$ cat src/sv/evlrs_pkg.sv
// Shared types and constants for the event log record sizer.
// Holds the request/response payload structs, parser phase enum and CSR indexes.
// No dependencies.
package evlrs_pkg;

   // Default size of the algorithm table (id-to-digest-size entries)
   localparam int MaxAlgsDefault = 4;
   // Table entries that software can write
   localparam int NumHashRegs = 4;

   localparam int CsrIndexW = 3;
   localparam int CsrDataW  = 32;
   localparam int AlgCountW = 3;
   localparam int LenW      = 33;
   localparam int FieldW    = 32;

   // CSR register indexes
   localparam logic [CsrIndexW-1:0] CSR_ALG_COUNT    = 3'd0;
   localparam logic [CsrIndexW-1:0] CSR_HASH_ENTRY_0 = 3'd1;

   // Response status codes
   localparam logic [1:0] STATUS_OK         = 2'd0;
   localparam logic [1:0] STATUS_TOO_MANY   = 2'd1;
   localparam logic [1:0] STATUS_UNKNOWN    = 2'd2;
   localparam logic [1:0] STATUS_TERMINATOR = 2'd3;

   typedef enum logic [2:0] {
      PH_PCR,
      PH_TYPE,
      PH_COUNT,
      PH_ALG,
      PH_DIGEST,
      PH_DSIZE,
      PH_DATA
   } phase_type;

   typedef struct packed {
      logic [7:0] log_byte;
      logic       restart;
   } req_payload_type;

   typedef struct packed {
      logic [LenW-1:0] record_length;
      logic [1:0]      status;
   } rsp_payload_type;

endpackage

$ cat src/sv/event_log_record_sizer.sv
// Event log record sizer: walks a crypto-agile measurement log one byte per request.
// Emits the byte length of each record, or an error status, at the record's last byte.
// Depends on evlrs_pkg.
//
//   channel  direction  handshake              payload
//   req      in         req_valid / req_ready  req_data   (log_byte, restart)
//   rsp      out        rsp_valid / rsp_ready  rsp_data   (record_length, status)
//   csr      in         csr_we                 csr_index, csr_wdata
//
// One request is taken per cycle while no response is held untaken; its response, if
// any, is in the output register on the next cycle. The parser state update (33-bit
// length add, 32-bit skip counter, parallel table compare) is combinational logic.
// The request side stalls only while a response is held and not taken.
// Synchronous reset clears parser state, the halt flag and all CSRs.
module event_log_record_sizer #(
   parameter int MAX_ALGS = evlrs_pkg::MaxAlgsDefault
) (
   input  logic                               clock,
   input  logic                               reset,
   input  logic                               req_valid,
   output logic                               req_ready,
   input  evlrs_pkg::req_payload_type         req_data,
   output logic                               rsp_valid,
   input  logic                               rsp_ready,
   output evlrs_pkg::rsp_payload_type         rsp_data,
   input  logic                               csr_we,
   input  logic [evlrs_pkg::CsrIndexW-1:0]    csr_index,
   input  logic [evlrs_pkg::CsrDataW-1:0]     csr_wdata
);

   localparam int NumStored = (MAX_ALGS < evlrs_pkg::NumHashRegs) ?
                              MAX_ALGS : evlrs_pkg::NumHashRegs;
   localparam int EffW      = $clog2(MAX_ALGS + 1) > evlrs_pkg::AlgCountW ?
                              $clog2(MAX_ALGS + 1) : evlrs_pkg::AlgCountW;
   localparam int LenW      = evlrs_pkg::LenW;
   localparam int FieldW    = evlrs_pkg::FieldW;

   // Configuration
   logic [evlrs_pkg::AlgCountW-1:0] alg_count_ff;
   logic [evlrs_pkg::CsrDataW-1:0]  hash_ff [NumStored];
   logic [evlrs_pkg::CsrDataW-1:0]  tab_entry [MAX_ALGS];
   logic [EffW-1:0]                 eff_algs;

   // Parser state
   evlrs_pkg::phase_type phase_ff, phase_in, cur_phase;
   logic [1:0]           pos_ff, pos_in, cur_pos;
   logic                 tzero_ff, tzero_in, cur_tzero;
   logic [2:0]           dleft_ff, dleft_in, cur_dleft;
   logic [7:0]           alg_lo_ff, alg_lo_in, cur_alg_lo;
   logic [FieldW-1:0]    acc_ff, acc_in, cur_acc;
   logic [FieldW-1:0]    skip_ff, skip_in, cur_skip;
   logic [LenW-1:0]      run_ff, run_in, cur_run;
   logic                 halted_ff, halted_in, cur_halted;

   // Per-request working values
   logic                 req_fire;
   logic [FieldW-1:0]    acc_or;
   logic [FieldW-1:0]    skip_dec;
   logic [15:0]          alg_id;
   logic                 alg_found;
   logic [15:0]          alg_size;
   logic                 res_valid;
   logic [1:0]           res_status;
   logic [LenW-1:0]      res_len;

   // Output register
   logic                       rsp_valid_ff, rsp_valid_in;
   evlrs_pkg::rsp_payload_type rsp_data_ff, rsp_data_in;

   assign req_ready = !rsp_valid_ff || rsp_ready;
   assign req_fire  = req_valid && req_ready;
   assign rsp_valid = rsp_valid_ff;
   assign rsp_data  = rsp_data_ff;

   // Table view: writable entries, then fixed zero entries
   for (genvar g = 0; g < MAX_ALGS; g++) begin : g_tab
      if (g < NumStored) begin : g_reg
         assign tab_entry[g] = hash_ff[g];
      end else begin : g_zero
         assign tab_entry[g] = '0;
      end
   end

   assign eff_algs = (EffW'(alg_count_ff) < EffW'(MAX_ALGS)) ?
                     EffW'(alg_count_ff) : EffW'(MAX_ALGS);

   // Write CSRs
   always_ff @(posedge clock) begin
      if (reset) begin
         alg_count_ff <= '0;
      end else if (csr_we && csr_index == evlrs_pkg::CSR_ALG_COUNT) begin
         alg_count_ff <= csr_wdata[evlrs_pkg::AlgCountW-1:0];
      end
   end

   for (genvar g = 0; g < NumStored; g++) begin : g_hash
      always_ff @(posedge clock) begin
         if (reset) begin
            hash_ff[g] <= '0;
         end else if (csr_we &&
                      csr_index == evlrs_pkg::CsrIndexW'(evlrs_pkg::CSR_HASH_ENTRY_0 + g)) begin
            hash_ff[g] <= csr_wdata;
         end
      end
   end

   // Restart clears the parser before this byte is parsed
   always_comb begin
      if (req_data.restart) begin
         cur_phase  = evlrs_pkg::PH_PCR;
         cur_pos    = '0;
         cur_tzero  = 1'b0;
         cur_dleft  = '0;
         cur_alg_lo = '0;
         cur_acc    = '0;
         cur_skip   = '0;
         cur_run    = '0;
         cur_halted = 1'b0;
      end else begin
         cur_phase  = phase_ff;
         cur_pos    = pos_ff;
         cur_tzero  = tzero_ff;
         cur_dleft  = dleft_ff;
         cur_alg_lo = alg_lo_ff;
         cur_acc    = acc_ff;
         cur_skip   = skip_ff;
         cur_run    = run_ff;
         cur_halted = halted_ff;
      end
   end

   assign acc_or   = cur_acc | (FieldW'(req_data.log_byte) << {cur_pos, 3'b000});
   assign skip_dec = (cur_skip != '0) ? cur_skip - FieldW'(1) : cur_skip;
   assign alg_id   = {req_data.log_byte, cur_alg_lo};

   // Look up the algorithm id; the lowest matching entry wins
   always_comb begin
      alg_found = 1'b0;
      alg_size  = '0;
      for (int j = MAX_ALGS - 1; j >= 0; j--) begin
         if (EffW'(j) < eff_algs && tab_entry[j][15:0] == alg_id) begin
            alg_found = 1'b1;
            alg_size  = tab_entry[j][31:16];
         end
      end
   end

   // Advance the parser by one byte
   always_comb begin
      phase_in   = cur_phase;
      pos_in     = cur_pos;
      tzero_in   = cur_tzero;
      dleft_in   = cur_dleft;
      alg_lo_in  = cur_alg_lo;
      acc_in     = cur_acc;
      skip_in    = cur_skip;
      run_in     = cur_run + LenW'(1);
      halted_in  = cur_halted;
      res_valid  = 1'b0;
      res_status = evlrs_pkg::STATUS_OK;
      res_len    = '0;

      if (cur_halted) begin
         run_in = cur_run;
      end else begin
         case (cur_phase)
            evlrs_pkg::PH_PCR, evlrs_pkg::PH_TYPE,
            evlrs_pkg::PH_COUNT, evlrs_pkg::PH_DSIZE: begin
               if (cur_pos != 2'd3) begin
                  acc_in = acc_or;
                  pos_in = cur_pos + 2'd1;
               end else begin
                  pos_in = '0;
                  acc_in = '0;
                  case (cur_phase)
                     evlrs_pkg::PH_PCR: begin
                        phase_in = evlrs_pkg::PH_TYPE;
                     end
                     evlrs_pkg::PH_TYPE: begin
                        tzero_in = (acc_or == '0);
                        phase_in = evlrs_pkg::PH_COUNT;
                     end
                     evlrs_pkg::PH_COUNT: begin
                        if (acc_or > FieldW'(eff_algs)) begin
                           res_valid  = 1'b1;
                           res_status = evlrs_pkg::STATUS_TOO_MANY;
                           halted_in  = 1'b1;
                        end else begin
                           dleft_in = acc_or[2:0];
                           phase_in = (acc_or[2:0] != '0) ? evlrs_pkg::PH_ALG :
                                                             evlrs_pkg::PH_DSIZE;
                        end
                     end
                     default: begin
                        // Data length field
                        skip_in = acc_or;
                        if (acc_or == '0) begin
                           res_valid = 1'b1;
                           if (cur_tzero) begin
                              res_status = evlrs_pkg::STATUS_TERMINATOR;
                              halted_in  = 1'b1;
                           end else begin
                              res_len   = run_in;
                              phase_in  = evlrs_pkg::PH_PCR;
                              tzero_in  = 1'b0;
                              dleft_in  = '0;
                              alg_lo_in = '0;
                              skip_in   = '0;
                              run_in    = '0;
                           end
                        end else begin
                           phase_in = evlrs_pkg::PH_DATA;
                        end
                     end
                  endcase
               end
            end
            evlrs_pkg::PH_ALG: begin
               if (cur_pos == '0) begin
                  alg_lo_in = req_data.log_byte;
                  pos_in    = 2'd1;
               end else begin
                  pos_in    = '0;
                  alg_lo_in = '0;
                  if (!alg_found) begin
                     res_valid  = 1'b1;
                     res_status = evlrs_pkg::STATUS_UNKNOWN;
                     halted_in  = 1'b1;
                  end else begin
                     dleft_in = (cur_dleft != '0) ? cur_dleft - 3'd1 : cur_dleft;
                     if (alg_size != '0) begin
                        skip_in  = FieldW'(alg_size);
                        phase_in = evlrs_pkg::PH_DIGEST;
                     end else begin
                        phase_in = (dleft_in != '0) ? evlrs_pkg::PH_ALG :
                                                       evlrs_pkg::PH_DSIZE;
                     end
                  end
               end
            end
            evlrs_pkg::PH_DIGEST: begin
               skip_in = skip_dec;
               if (skip_dec == '0) begin
                  phase_in = (cur_dleft != '0) ? evlrs_pkg::PH_ALG : evlrs_pkg::PH_DSIZE;
               end
            end
            evlrs_pkg::PH_DATA: begin
               skip_in = skip_dec;
               if (skip_dec == '0) begin
                  res_valid = 1'b1;
                  res_len   = run_in;
                  phase_in  = evlrs_pkg::PH_PCR;
                  pos_in    = '0;
                  tzero_in  = 1'b0;
                  dleft_in  = '0;
                  alg_lo_in = '0;
                  acc_in    = '0;
                  run_in    = '0;
               end
            end
            default: begin
               // Unused phase code: drop back to a clean parser
               phase_in  = evlrs_pkg::PH_PCR;
               pos_in    = '0;
               tzero_in  = 1'b0;
               dleft_in  = '0;
               alg_lo_in = '0;
               acc_in    = '0;
               skip_in   = '0;
               run_in    = '0;
               halted_in = 1'b0;
            end
         endcase
      end
   end

   // Hold parser state
   always_ff @(posedge clock) begin
      if (reset) begin
         phase_ff  <= evlrs_pkg::PH_PCR;
         pos_ff    <= '0;
         tzero_ff  <= 1'b0;
         dleft_ff  <= '0;
         alg_lo_ff <= '0;
         acc_ff    <= '0;
         skip_ff   <= '0;
         run_ff    <= '0;
         halted_ff <= 1'b0;
      end else if (req_fire) begin
         phase_ff  <= phase_in;
         pos_ff    <= pos_in;
         tzero_ff  <= tzero_in;
         dleft_ff  <= dleft_in;
         alg_lo_ff <= alg_lo_in;
         acc_ff    <= acc_in;
         skip_ff   <= skip_in;
         run_ff    <= run_in;
         halted_ff <= halted_in;
      end
   end

   // Load the response register, or drain it when taken
   always_comb begin
      rsp_valid_in = rsp_valid_ff && !rsp_ready;
      rsp_data_in  = rsp_data_ff;
      if (req_fire && res_valid) begin
         rsp_valid_in              = 1'b1;
         rsp_data_in.record_length = res_len;
         rsp_data_in.status        = res_status;
      end
   end

   always_ff @(posedge clock) begin
      if (reset) begin
         rsp_valid_ff <= 1'b0;
      end else begin
         rsp_valid_ff <= rsp_valid_in;
      end
   end

   always_ff @(posedge clock) begin
      rsp_data_ff <= rsp_data_in;
   end

`ifndef SYNTHESIS
   // A held response blocks new requests
   a_stall_blocks_req: assert property (@(posedge clock) disable iff (reset)
      (rsp_valid_ff && !rsp_ready) |-> !req_ready)
      else $error("request taken while response held");

   // Error responses carry no length
   a_error_zero_len: assert property (@(posedge clock) disable iff (reset)
      (rsp_valid_ff && rsp_data_ff.status != evlrs_pkg::STATUS_OK) |->
      (rsp_data_ff.record_length == '0))
      else $error("error response with nonzero length");

   // An error response halts the parser
   a_error_halts: assert property (@(posedge clock) disable iff (reset)
      (req_fire && res_valid && res_status != evlrs_pkg::STATUS_OK) |=> halted_ff)
      else $error("parser not halted after error");

   // A halted parser produces nothing until restart
   a_halt_silent: assert property (@(posedge clock) disable iff (reset)
      (halted_ff && !req_data.restart) |-> !res_valid)
      else $error("response while halted");

   // Byte position only moves inside multi-byte fields
   a_pos_phase: assert property (@(posedge clock) disable iff (reset)
      (pos_ff != '0) |-> (phase_ff == evlrs_pkg::PH_PCR || phase_ff == evlrs_pkg::PH_TYPE ||
                          phase_ff == evlrs_pkg::PH_COUNT || phase_ff == evlrs_pkg::PH_DSIZE ||
                          phase_ff == evlrs_pkg::PH_ALG))
      else $error("byte position set outside a field");
`endif

endmodule

$ cat config.mk
export PLATFORM = sky130hd
export DESIGN_NAME = event_log_record_sizer
export DESIGN_NICKNAME = d
export VERILOG_FILES = /design/src/sv/evlrs_pkg.sv /design/src/sv/event_log_record_sizer.sv
export SDC_FILE = /design/constraint.sdc
export NUM_CORES = 1
export LEC_CHECK = 0
export BUFFER_PORTS_ARGS = -buffer_cell sky130_fd_sc_hd__buf_4
export CAP_MARGIN = 25
export CORE_AREA = 2 2 146 290
export DETAILED_ROUTE_END_ITERATION = 12
export DIE_AREA = 0 0 148 292
export HOLD_SLACK_MARGIN = 0.08
export PLACE_DENSITY = 0.61
export SLEW_MARGIN = 20
export SYNTH_ARGS = -nofsm -noshare
export SYNTH_HDL_FRONTEND = slang
export SYNTH_SLANG_ARGS = --single-unit
$ cat constraint.sdc
create_clock -name clock -period 7.17 [get_ports clock]
set_input_delay 1.434 -clock clock [delete_from_list [all_inputs] [get_ports clock]]
set_output_delay 1.434 -clock clock [all_outputs]
set_load 0.1 [all_outputs]
# Yosys cells after proc, flatten, opt, wreduce, memory -nomap -nowiden
# Memory sizes are Yosys's and may differ from the RTL's.
# Index checks and enable logic that the tools add are counted.
# W data, S select, Z words.
# word_totals
latch_bits	0
inputBits	49
mem_bits_ro	0
regBits	154
n_memories	1
out_inout_bits	37
elab_cells	208
mem_bits_rw	128
# op_classes
add_sub_neg	4
eq_ne	15
mul	0
n_reduce_logical	31
n_div	0
bitwise_logic	5
muxes	132
n_lt_le_gt_ge	6
n_shift	1
# mem_list
name	words	width	read_ports	rd_clocked_by_memory_dff	write_ports	line	text
hash_ff	4	32	4	0	4	event_log_record_sizer.sv:40	logic [evlrs_pkg::CsrDataW-1:0] hash_ff [NumStored];
# op_table
cell	count
$mux W32	18
$mux W33	12
$pmux W32 S3	2
$pmux W33 S3	1
$mux W3	25
$pmux W33 S2	1
$eq A16 B16 Y1	4
$logic_not A32 Y1	2
$mux W16	4
$mux W8	8
$mux W1	38
$add A33 B1 Y33 const B	1
$gt A32 B3 Y1	1
$or A32 B32 Y32	1
$pmux W8 S4	1
$reduce_bool A32 Y1	1
$shl A8 B5 Y32	1
$sub A32 B1 Y32 const B	1
$pmux W3 S4	2
$mux W2	9
$reduce_bool A16 Y1	1
$eq A3 B2 Y1 const B	4
$eq A3 B3 Y1 const B	4
$logic_and A1 B1 Y1	12
other kinds (22)	40

# Longest topological paths before layout
# Gate-level depths: netlist of run 1.
# depth
word_depth	14
ltp_mapped	24
mapped_depth_nobuf	14

# Worst setup path after synthesis of run 1
# No wires, ideal clock.
# synth_path
path_type	input -> register
startpoint	input req_data[0] in the netlist's numbering
endpoint	register rsp_data_ff (netlist bit rsp_data[0]) (enable)
n_path_buf	9
t_required_ns	6.743
path_stages	21
t_arrival_ns	6.792
setup_time_ns	0.427
path_slack_ns	-0.049
path_cell_list	buf_4 -> buf_6 -> buf_4 -> buf_2 -> buf_1 -> clkbuf_1 -> clkbuf_1 -> nor2b_1 -> inv_1 -> ha_1 -> clkbuf_1 -> inv_1 -> or4_4 -> buf_2 -> a31oi_4 -> o31ai_1 -> nor4b_4 -> nand4_4 -> nor2b_1 -> nor3_1 -> nor2_1
# synth_between
elab_chain_cells	12
elab_cells_between_ends	46
cone_classes	1 x add/sub; 1 x order compare; 10 x eq/ne; 1 x shift; 20 x mux; 1 x bitwise; 12 x reduce/logical
# synth_lines
item	line	text
start: declaration	event_log_record_sizer.sv:22	input evlrs_pkg::req_payload_type req_data,
parallel branches: the longest is 10 deep, another holds $gt A32 B3 Y1	-	
$mux W1 *	event_log_record_sizer.sv:163	if (cur_halted) begin
$logic_and A1 B1 Y1 *	event_log_record_sizer.sv:306	if (req_fire && res_valid) begin
end signal: assignment	event_log_record_sizer.sv:322	rsp_data_ff <= rsp_data_in;
end: declaration	event_log_record_sizer.sv:68	evlrs_pkg::rsp_payload_type rsp_data_ff, rsp_data_in;
# Mark *: on every way between the ends.
# A chain may end at the register's enable or synchronous reset.

# Final worst setup path of run 1
# layout_path
startpoint	input req_data[0] in the netlist's numbering
endpoint	register acc_ff[21]
# layout_between
elab_chain_cells	7
elab_cells_between_ends	25
cone_classes	1 x add/sub; 7 x eq/ne; 1 x shift; 10 x mux; 1 x bitwise; 5 x reduce/logical
# layout_lines
item	line	text
$mux W32	event_log_record_sizer.sv:109	if (req_data.restart) begin
$sub A32 B1 Y32 / $reduce_bool A32 Y1 (equally long branches)	event_log_record_sizer.sv:133	assign skip_dec = (cur_skip != '0) ? cur_skip - FieldW'(1) : cur_skip;
$mux W32	event_log_record_sizer.sv:133	
$logic_not A32 Y1	event_log_record_sizer.sv:249	if (skip_dec == '0) begin
$mux W32	event_log_record_sizer.sv:249	
$pmux W32 S3	event_log_record_sizer.sv:166	case (cur_phase)
$mux W32 *	event_log_record_sizer.sv:163	
end signal: assignment	event_log_record_sizer.sv:295	acc_ff <= acc_in;
end: declaration	event_log_record_sizer.sv:50	logic [FieldW-1:0] acc_ff, acc_in, cur_acc;
# Every way passes the cells marked *; elsewhere a longest branch is shown, timed or not.

==> summary.txt, run 1 <==
Synthesis
  – Ys async rst share: 0%
  – Mapped cell area: approximately 17,000 um2
  – Largest area contributor in the netlist: edfxtp_1
  – Yosys reg bits: 282
  – Top cells by area, synth: edfxtp_1 (29%), dfxtp_1 (14%), and2_1 (4.9%)
  – Most common cell in the synthesized netlist: nor2_1
  – Post-synth cell types: between 90 and 100
  – Post-Syn Nets: just under 2k
  – Mean Syn Cell Area: 8.905 um2
  – Register area share after synthesis: a little over two fifths
  – Most instantiated cells after synthesis: nor2_1 (203), edfxtp_1 (163), nand2_1 (147)
  – Top-area cell type share of the netlist area: between 20 and 30%
  – Ys flop type: edfxtp_1
  – Post-synthesis cell count: 1,908
  – Yosys warns: 0
  – EDFF count, synth: between 150 and 200

Cells and area
  – Layout cells sized above 1: about 11%
  – P&R area growth vs syn: 11.80%
  – Sequential cell area: 7277 um2
  – Final Cell Area: ~19,000 um2
  – Final #Nets: about 2k
  – Fill count: between 4k and 5k
  – Footprint of the multi-input gates: a little over 9000 um2

Timing
  – Slew at the pin with the worst max-slew slack: ~1.2 ns
  – Final min period: approximately 6 ns
  – Max Fclk: between 0.15 and 0.2 GHz
  – Final Hold Fails: 0
  – Fin. max-slew vios: 0
  – Clock Skews: ~0.023 ns
  – Sum Neg Setup Slack: 0 ns
  – RSZ-0062 raised after global routing: no
  – Final setup viols: 0
  – Fin crit share: a little over four fifths
  – Slew HR: roughly a fifth

Place
  – RD Place Congestion: between 0.9 and 1
  – Number of port buffers: 85
  – Placed Instance Area: 18,130 um2
  – Final HPWL DP: 48,160 um

Detailed routing
  – # DRC: 0
  – Vias post-DR: around 16k
  – Initial DRC Count: about 1.4k
  – Total Wirelength: 64,340 um
  – Number of detailed-route iterations in the first pass: 7
  – Routed length per placed instance: ~26 um
  – Vias/cell: around 6.3
  – DRT antenna net count: 0

Worst hold path
  – Hold Startpoint: run_ff[20]
  – Hold Path Depth: 1
  – Hold Path Sink: run_ff[20]
  – Hold/Removal Path Class: reg2reg

Clock tree
  – Sink Count: 282
  – Clock slew at reported path FFs: approximately 0.06 ns
  – Clock Tree Buf Depth: 3
  – Clk Latency, worst-skew pair: 0.59 ns
  – H-tree depth: 1
  – Total CTS buffers: 27
  – CTS tree: built
  – Postcts setup bufs: 0
  – Post-CTS Hold Buffers: 0
  – Post-CTS Resized: 0
  – Root Driver: clkbuf_16

Critical path
  – Delay of the slowest critical-path stage: between 0.8 and 0.9 ns
  – WP data arrival: between 6 and 7 ns
  – Worst-path fanout max: 37
  – Worst r2r src: skip_ff[0]
  – Capturing point of the worst reg2reg path: acc_ff[21]
  – Worst setup SP type: input pin
  – CP Capture Type: flip-flop
  – CP max stage cell: nor2b_1
  – Worst Setup Path Type: in2reg
  – Worst Setup SP: req_data[0]
  – Cell Chain, Critical Path: buf_4, nor2b_1, inv_1, ha_1, nand2_1, o21a_1, o211ai_1, a211o_1, o31ai_1, nand4_4, a21oi_1, a21oi_2, nor2_2, o21ai_0
  – Worst reg-to-reg setup slack: between 1.5 and 2 ns
  – Worst R2R Path Depth: 13
  – Critical Path RT: approximately 7.6 ns

Floorplanning
  – Chip height: 292 um
  – Cell Rows: 105
  – Core area: around 41,000 um2
  – Initial Util: between 40% and 50%
  – DIE WIDTH: around 150 um
  – Die area: about 43,000 um2
  – # IOs: 86

GRT
  – Largest net degree at the start of global routing: 43
  – First-pass GRT wire length: 96,300 um
  – Grt total ovfl: 0
  – Total Routing Usage GR: between 20 and 30%
  – Initial antenna violation count: 2
  – Vias in the first global route: around 16k

Pwr
  – PD cells: approximately 190 nW/um2
  – Max VDD drop: just under 0.0002 V
  – Leakage power: between 6 and 7 nW

Run status
  – Status: completed

Job
  – # Max-Cap Violations: 0
## state kept, by name, indices dropped and copies added (netlist names)
register / flops
acc_ff: 32
rsp_valid: 1
dleft_ff: 3
rsp_data: 35
run_ff: 33
halted_ff: 1
phase_ff: 3
alg_lo_ff: 8
tzero_ff: 1
hash_ff: 128
pos_ff: 2
skip_ff: 32
alg_count_ff: 3
## area by class of cell
type                       count  share of cell area (%)
inverter                      34                  0.6718
timing repair buffer         133                   5.230
sequential                   282                   38.31
clock buffer                  35                   3.820
tap                          535                   3.524
clock inverter                15                  0.6718
antenna                        2                 0.02635
multi-input combinational   1459                   47.75
## critical path: cells and delay by family
family,cells,cell delay [ns]
AOI/OAI and AO/OA,7,2.12
and+or+nand+nor,4,2.07
adders and majority gates,1,0.36
buffers and inverters,2,0.43
## per-stage QoR
| step | hold slack (ns) | power (W) | worst slack [ns] | instances | utilization, % |
|---|---|---|---|---|---|
| after floorplan | 0.4255 | 0.002007 | 0.5314 | 1908 | - |
| after global placement | 0.4475 | 0.002151 | 0.9139 | 2440 | 44.21 |
| after detailed placement | 0.4565 | 0.002154 | 0.9013 | 2442 | 44.24 |
| after CTS | 0.4737 | 0.003577 | 1.496 | 2492 | 46.32 |
| after global routing | 0.4924 | 0.003679 | 0.9477 | 2495 | 46.34 |
| final | 0.4766 | 0.003568 | 1.139 | 2495 | 46.34 |
## report_power, final
| part | switching [W] | internal [W] | total (W) |
|---|---|---|---|
| Clock | 0.000678 | 0.000762 | 0.00144 |
| Combinational | 0.000217 | 0.0000975 | 0.000314 |
| Sequential | 0.0000496 | 0.00176 | 0.00181 |
| Total | 0.000945 | 0.00262 | 0.00357 |
## cells by family (layout without fill, tap and decap cells)
family                     count (synthesis)  after routing  share of synthesized area (%)
muxes                                     23             23                          1.384
adders and majority gates                  8              8                         0.5891
buffers and inverters                    167            217                          4.087
other                                      0              2                              0
DFF                                      282            282                          42.83
and+or+nand+nor                          867            867                          27.78
xor gates and xnor gates                  73             73                          3.763
AOI/OAI and AO/OA                        488            488                          19.57
## metal layers
metal	routed length, um	global-route usage, %	vias to the layer above	share of wire, %
li1	-	-	7158	-
met1	20520	27.82	7473	32
met2	33060	52.87	734	51
met3	3465	4.281	271	5.4
met4	7303	27.80	0	11
met5	0	0	-	0
## how the worst max path moves through the flow
stage / end
after floorplan: rsp_data[0]
after global placement: run_ff[17]
after detailed placement: run_ff[17]
after CTS: run_ff[17]
after global routing: run_ff[17]
final: acc_ff[21]
## cells in the final DEF, fill, tap and decap left out, types with 49 or more instances in the layout
| cell | instances |
|---|---|
| nor2_1 | 201 |
| edfxtp_1 | 163 |
| nand2_1 | 147 |
| and2_1 | 133 |
| buf_4 | 131 |
| dfxtp_1 | 119 |
| a21oi_1 | 98 |
| o21ai_0 | 86 |
| nand3_1 | 61 |
| nor3_1 | 49 |
Note: power is estimated with default switching activity, not from simulation.
==> run 2, diff against run 1 <==
PLACE_DENSITY = 0.59   (was 0.61)
clock period = 5.9 ns   (was 7.17 ns; I/O delays follow)
==> run 2 against run 1 <==
Compared with the run above: first-iteration DRC count down 18%; design area up 2.2%; core utilization up 1.0 points; via count up 1.4%; sequential share of layout area down 0.83 points; die area unchanged; global-route usage up 0.66 points; register-to-register slack worse by 0.72 ns; total power up 28%; critical path type unchanged; critical endpoint is now run_ff[32]; largest cell class unchanged.
==> summary.txt, run 2 (synthesized netlist as in run 1, its figures left out) <==
Run status
  – Status: completed (unchanged)

Cells and area
  – Layout cells sized above 1: 13.04% (was 11.44%)
  – Largest register FFs: 128 (unchanged)
  – Most common cell after layout, fill and taps aside: nor2_1 (unchanged)
  – P&R area growth vs syn: 14.26% (was 11.80%)
  – Final Cell Area: 19,410 um2 (was 19,000 um2)
  – Final #Nets: 2,023 (was 1,994)
  – Top reg by flops: hash_ff (unchanged)
  – Commonest cells after routing, fill and taps aside: nor2_1 (201), edfxtp_1 (163), buf_4 (157), nand2_1 (147), and2_1 (133) (was nor2_1 (201), edfxtp_1 (163), nand2_1 (147), and2_1 (133), buf_4 (131))

Job
  – # Max-Cap Violations: 0 (unchanged)

Floorplanning
  – Chip height: 292 um (unchanged)
  – # IOs: 86 (unchanged)
  – DIE WIDTH: 148 um (unchanged)
  – Cell Rows: 105 (unchanged)
  – Core area: 40,990 um2 (unchanged)
  – Die area: 43,220 um2 (unchanged)
  – Initial Util: 41.45% (unchanged)

Clock tree
  – Sink Count: 282 (unchanged)
  – Total CTS buffers: 28 (was 27)
  – Clock slew at reported path FFs: 0.07 ns (was 0.06 ns)
  – Root Driver: clkbuf_16 (unchanged)
  – Clock Tree Buf Depth: 3 (unchanged)
  – H-tree depth: 1 (unchanged)
  – Postcts setup bufs: 0 (unchanged)
  – Clk Latency, worst-skew pair: 0.60 ns (was 0.59 ns)
  – Post-CTS Resized: 0 (unchanged)
  – CTS tree: built (unchanged)
  – Post-CTS Hold Buffers: 0 (unchanged)

Timing
  – Final Hold Fails: 0 (unchanged)
  – Final setup viols: 0 (unchanged)
  – Fin. max-slew vios: 0 (unchanged)
  – Slew at the pin with the worst max-slew slack: 1.058 ns (was 1.192 ns)
  – Slew HR: 28.81% (was 20.30%)
  – Final min period: 4.946 ns
  – Sum Neg Setup Slack: 0 ns (unchanged)
  – Max Fclk: 0.2022 GHz
  – RSZ-0062 raised after global routing: no (unchanged)
  – Clock Skews: 0.03206 ns (was 0.02333 ns)
  – Fin crit share: 83.82%

Place
  – Number of port buffers: 85 (unchanged)
  – RD Place Congestion: 1.003 (was 0.9997)
  – Final HPWL DP: 49,600 um (was 48,160 um)
  – Placed Instance Area: 18,350 um2 (was 18,130 um2)

Pwr
  – PD cells: 236.0 nW/um2 (was 187.9 nW/um2)
  – Leakage power: 6.919 nW (was 6.686 nW)
  – Max VDD drop: 0.0002345 V (was 0.0001967 V)

Detailed routing
  – Vias/cell: 6.284 (was 6.267)
  – # DRC: 0 (unchanged)
  – DRT antenna net count: 0 (unchanged)
  – Vias post-DR: 15.86k (was 15.64k)
  – Total Wirelength: 65,950 um (was 64,340 um)
  – Number of detailed-route iterations in the first pass: 8 (was 7)
  – Initial DRC Count: 1,176 (was 1,441)
  – Routed length per placed instance: 26.13 um (was 25.79 um)

Critical path
  – Worst Setup SP: req_data[0] (unchanged)
  – Worst r2r src: alg_lo_ff[7] (was skip_ff[0])
  – WP data arrival: 5.44 ns (was 6.46 ns)
  – CP Capture Type: flip-flop (unchanged)
  – Worst-path fanout max: 26 (was 37)
  – Critical Path RT: 6.39 ns (was 7.60 ns)
  – Buf+Inv Stages, Crit Path: 3 (was 2)
  – Worst setup SP type: input pin (unchanged)
  – CP max stage cell: nor4_1 (was nor2b_1)
  – Delay of the slowest critical-path stage: 0.69 ns (was 0.82 ns)
  – Crit path max-delay family: simple AND/OR/NAND/NOR gates (was compound AO/OA/AOI/OAI gates)
  – Worst Setup Path Type: in2reg (unchanged)
  – Cell Chain, Critical Path: buf_4, buf_4, nand2b_1, inv_1, ha_1, and3_1, nand3_1, or3_1, nor4_1, nand3_1, nor2_1, nand4_1, or2_1, and3_1, a221o_1 (was buf_4, nor2b_1, inv_1, ha_1, nand2_1, o21a_1, o211ai_1, a211o_1, o31ai_1, nand4_4, a21oi_1, a21oi_2, nor2_2, o21ai_0)

Worst hold path
  – Hold/Removal Path Class: reg2reg (unchanged)
  – Hold Startpoint: acc_ff[0] (was run_ff[20])

GRT
  – Total Routing Usage GR: 30.02% (was 29.37%)
  – Grt total ovfl: 0 (unchanged)
  – Largest net degree at the start of global routing: 43 (unchanged)
  – Initial antenna violation count: 3 (was 2)
  – Vias in the first global route: 15.60k (was 15.79k)
  – First-pass GRT wire length: 97,540 um (was 96,300 um)
[run 2: final timing paths]
check / end / slack, ns / depth (start not counted)
worst min-delay path: acc_ff[0] / 0.47 / 2
worst min register to register: acc_ff[0] / 0.47 / 2
worst max-delay path: run_ff[32] / 0.95 / 15
worst max register to register: phase_ff[0] / 1.14 / 11
[run 2: routing by layer]
metal | up-vias | GRT usage, % | share of wire [%] | routed length, um
met1 | 7655 | 28.56 | 32 | 21250
met3 | 271 | 4.094 | 5.0 | 3308
met5 | - | 0 | 0.020 | 13
li1 | 7221 | - | - | -
met4 | 2 | 25.62 | 10 | 6685
met2 | 713 | 55.48 | 53 | 34690
[run 2: area by class of cell]
cell class              count  area, um2
repair buffers            161       1236
flip-flops and latches    282       7277
clock inverters             7      138.9
clock buffers              43      872.1
inverters                  34      127.6
multi-input cells        1459       9086
well taps                 535      669.4
fillers                  4012      21570
diodes                      3      7.507
[run 2: where the power goes]
group          switching [W]  total [W]  internal, W
Clock               0.000830    0.00198      0.00115
Sequential         0.0000577    0.00220      0.00214
Combinational       0.000270   0.000395     0.000126
[run 2: worst register-to-register path: stages, from the launching register on]
cell and delay, ns:
dfxtp_1 0.70, inv_1 0.13, a221oi_1 0.79, nor3b_1 0.32
and4_1 0.31, nand2_1 0.37, o21a_1 0.31, a222oi_1 0.37
o2111ai_2 0.29, a21oi_1 0.63, nand2_1 0.27, o21ai_0 0.20
[run 2: stage by stage]
| stage | worst slack (ns) | cells | hold slack, ns | power (W) | util [%] |
|---|---|---|---|---|---|
| after floorplan | 0.03944 | 1908 | 0.4255 | 0.002439 | - |
| after global placement | 0.4169 | 2466 | 0.4382 | 0.002624 | 44.71 |
| after detailed placement | 0.4563 | 2467 | 0.4489 | 0.002628 | 44.76 |
| after CTS | 1.004 | 2517 | 0.4663 | 0.004582 | 47.23 |
| after global routing | 0.7564 | 2523 | 0.5027 | 0.004698 | 47.36 |
| final | 0.9545 | 2524 | 0.4720 | 0.004581 | 47.37 |
==> run 3, diff against run 2 <==
clock period = 5.07 ns   (was 5.9 ns; I/O delays follow)
==> run 3 against run 2 <==
Compared with the run above: combinational power increased by 21%; setup slack worse by 0.87 ns; die area did not move; cell count up 1.2%; clock power increased by 11%; non-clock buffer count rose by 32; total power rose by 14%; sequential share of layout area fell by 0.39 points; design area is 1.1% higher; routed wire length up 1.5%; count of clock-buffer cells in the layout is 13 lower.
==> summary.txt, run 3 (synthesized netlist as in run 1, its figures left out) <==
Run status
  – Status: completed (unchanged)

Timing
  – Slew at the pin with the worst max-slew slack: 1.063 ns (was 1.058 ns)
  – Slew HR: 28.45% (was 28.81%)
  – Final setup viols: 0 (unchanged)
  – Clock Skews: 0.01862 ns (was 0.03206 ns)
  – Final min period: roughly 5 ns
  – Fin. max-slew vios: 0 (unchanged)
  – RSZ-0062 raised after global routing: no (unchanged)
  – Worst Slack Setup Final: 0.08822 ns (was 0.9545 ns)
  – Fin crit share: around 98%
  – Final Hold Fails: 0 (unchanged)
  – Max Fclk: roughly 0.20 GHz

GRT
  – Total Routing Usage GR: 30.52% (was 30.02%)
  – Initial antenna violation count: 1 (was 3)
  – Grt total ovfl: 0 (unchanged)
  – First-pass GRT wire length: 99,600 um (was 97,540 um)
  – Largest net degree at the start of global routing: 43 (unchanged)
  – Vias in the first global route: 16.05k (was 15.60k)

Critical path
  – Delay of the slowest critical-path stage: 0.91 ns (was 0.69 ns)
  – Worst r2r src: skip_ff[30] (was alg_lo_ff[7])
  – CP max stage cell: nor4_1 (unchanged)
  – Crit path max-delay family: simple AND/OR/NAND/NOR gates (unchanged)
  – Worst-path fanout max: 15 (was 26)
  – Worst reg-to-reg setup slack: 0.09 ns (was 1.14 ns)
  – WP data arrival: 5.46 ns (was 5.44 ns)
  – CP Capture Type: flip-flop (unchanged)
  – Worst setup SP type: flip-flop (was input pin)
  – Worst Setup Path Type: reg2reg (was in2reg)
  – Cell Chain, Critical Path: nor4_1, nand3_1, nor4_1, nor2_1, o211ai_1, nor4b_4, nand4_4, a211oi_2, nor2_1, and3_1, a221o_1 (was buf_4, buf_4, nand2b_1, inv_1, ha_1, and3_1, nand3_1, or3_1, nor4_1, nand3_1, nor2_1, nand4_1, or2_1, and3_1, a221o_1)
  – Worst R2R Path Depth: 11 (unchanged)
  – Critical Path RT: 5.55 ns (was 6.39 ns)
  – Capturing point of the worst reg2reg path: run_ff[11] (was phase_ff[0])
  – Buf+Inv Stages, Crit Path: 0 (was 3)

Floorplanning
  – # IOs: 86 (unchanged)
  – Cell Rows: 105 (unchanged)
  – Initial Util: 41.45% (unchanged)
  – Core area: 40,990 um2 (unchanged)
  – Die area: 43,220 um2 (unchanged)
  – DIE WIDTH: 148 um (unchanged)
  – Chip height: 292 um (unchanged)

Cells and area
  – Most common cell after layout, fill and taps aside: nor2_1 (unchanged)
  – Final #Nets: 2,054 (was 2,023)
  – P&R area growth vs syn: 15.48% (was 14.26%)
  – Footprint of the multi-input gates: 9123 um2 (was 9086 um2)
  – Top reg by flops: hash_ff (unchanged)
  – Largest register FFs: 128 (unchanged)
  – Fill count: 4,074 (was 4,012)
  – Sequential cell area: 7277 um2 (unchanged)
  – Commonest cells after routing, fill and taps aside: nor2_1 (200), buf_4 (190), edfxtp_1 (163), nand2_1 (147), and2_1 (133) (was nor2_1 (201), edfxtp_1 (163), buf_4 (157), nand2_1 (147), and2_1 (133))
  – Fin cells: 2,554 (was 2,524)
  – Layout cells sized above 1: 14.92% (was 13.04%)

Clock tree
  – Post-CTS Resized: 0 (unchanged)
  – Clock slew at reported path FFs: 0.07 ns (about the same)
  – Sink Count: 282 (unchanged)
  – H-tree depth: 1 (unchanged)
  – Total CTS buffers: 27 (was 28)
  – CTS tree: built (unchanged)
  – Clock Tree Buf Depth: 3 (unchanged)
  – Post-CTS Hold Buffers: 0 (unchanged)
  – Postcts setup bufs: 0 (unchanged)
  – Clk Latency, worst-skew pair: 0.59 ns (was 0.60 ns)
  – Root Driver: clkbuf_16 (unchanged)

Place
  – Post-Place Setup Slack: -0.01878 ns (was 0.4563 ns)
  – Dpl cells: 2,503 (was 2,467)
  – Number of port buffers: 85 (unchanged)
  – RD Place Congestion: 1.010 (was 1.003)
  – Final HPWL DP: 50,140 um (was 49,600 um)

Detailed routing
  – Vias post-DR: 16.01k (was 15.86k)
  – Met2 routed wirelength: 34,810 um (was 34,690 um)
  – Vias/cell: 6.269 (was 6.284)
  – Routed length per placed instance: 26.21 um (was 26.13 um)
  – WL met3: 3385 um (was 3308 um)
  – DRT antenna net count: 0 (unchanged)
  – Number of detailed-route iterations in the first pass: 5 (was 8)
  – Highest routed layer: met4 (was met5)
  – Total Wirelength: 66,950 um (was 65,950 um)
  – Initial DRC Count: 1,267 (was 1,176)
  – # DRC: 0 (unchanged)
  – Wl on met1: 21,720 um (was 21,250 um)

Pwr
  – Max VDD drop: 0.0002615 V (was 0.0002345 V)
  – Leakage power: 7.053 nW (was 6.919 nW)
  – PD cells: 266.8 nW/um2 (was 236.0 nW/um2)

Worst hold path
  – Hold Path Sink: run_ff[20] (was acc_ff[0])
  – Hold Startpoint: run_ff[20] (was acc_ff[0])
  – Hold Path Depth: 1 (was 2)
  – Hold/Removal Path Class: reg2reg (unchanged)

Job
  – # Max-Cap Violations: 0 (unchanged)
## run 3: cell count changes in the layout (fill, tap and decap cells not counted), sizes merged
cell and change:
buf +32, bufinv +1, clkbuf -13, clkinv +6
clkinvlp +3, diode -2, inv +3
## run 3: worst max-delay path by stage
stage | from | to | cells after the start
floorplan | req_data[0] | rsp_data[0] | 20
global placement | req_data[0] | skip_ff[28] | 16
detailed placement | req_data[0] | skip_ff[28] | 16
CTS | skip_ff[30] | run_ff[11] | 11
global route | skip_ff[14] | run_ff[10] | 11
finish | skip_ff[30] | run_ff[11] | 11
## run 3: metal layers
layer | vias up | GRT usage (%)
met3 | 314 | 3.953
li1 | 7278 | -
met4 | 0 | 25.90
met1 | 7662 | 29.78
met2 | 756 | 55.78
met5 | - | 0
## run 3: worst reg2reg max path, cell delays in order, from the launching register on
cell,delay (ns)
dfxtp_1,0.43
nor4_1,0.91
nand3_1,0.45
nor4_1,0.54
nor2_1,0.11
o211ai_1,0.57
nor4b_4,0.38
nand4_4,0.24
a211oi_2,0.40
nor2_1,0.33
and3_1,0.27
a221o_1,0.25
## run 3: stage by stage
step	power, W	hold WS [ns]	cell area (um2)	utilization, %	setup TNS, ns
final	0.005236	0.4761	19620	47.87	0
after global placement	0.003071	0.4374	18680	45.56	-0.005064
after floorplan	0.002843	0.4255	17130	-	0
after global routing	0.005381	0.4826	19620	47.87	0
after detailed placement	0.003077	0.4510	18680	45.56	-0.09364
after CTS	0.005253	0.4728	19610	47.85	0
## run 3: power breakdown
part / switching, W / internal [W] / total [W] / leakage, nW
logic: 0.000323 / 0.000154 / 0.000477 / 4.01
clock network: 0.000986 / 0.00121 / 0.00220 / 0.454
registers: 0.0000644 / 0.00249 / 0.00256 / 2.59
## run 3: final cells by class
| class | count | share of cell area [%] |
|---|---|---|
| Multi-Input combinational cell | 1459 | 46.49 |
| Sequential cell | 282 | 37.09 |
| Timing Repair Buffer | 193 | 7.576 |
| Clock buffer | 30 | 3.552 |
| Tap cell | 535 | 3.412 |
| Clock inverter | 20 | 1.218 |
| Inverter | 34 | 0.6504 |
| Antenna cell | 1 | 0.01275 |
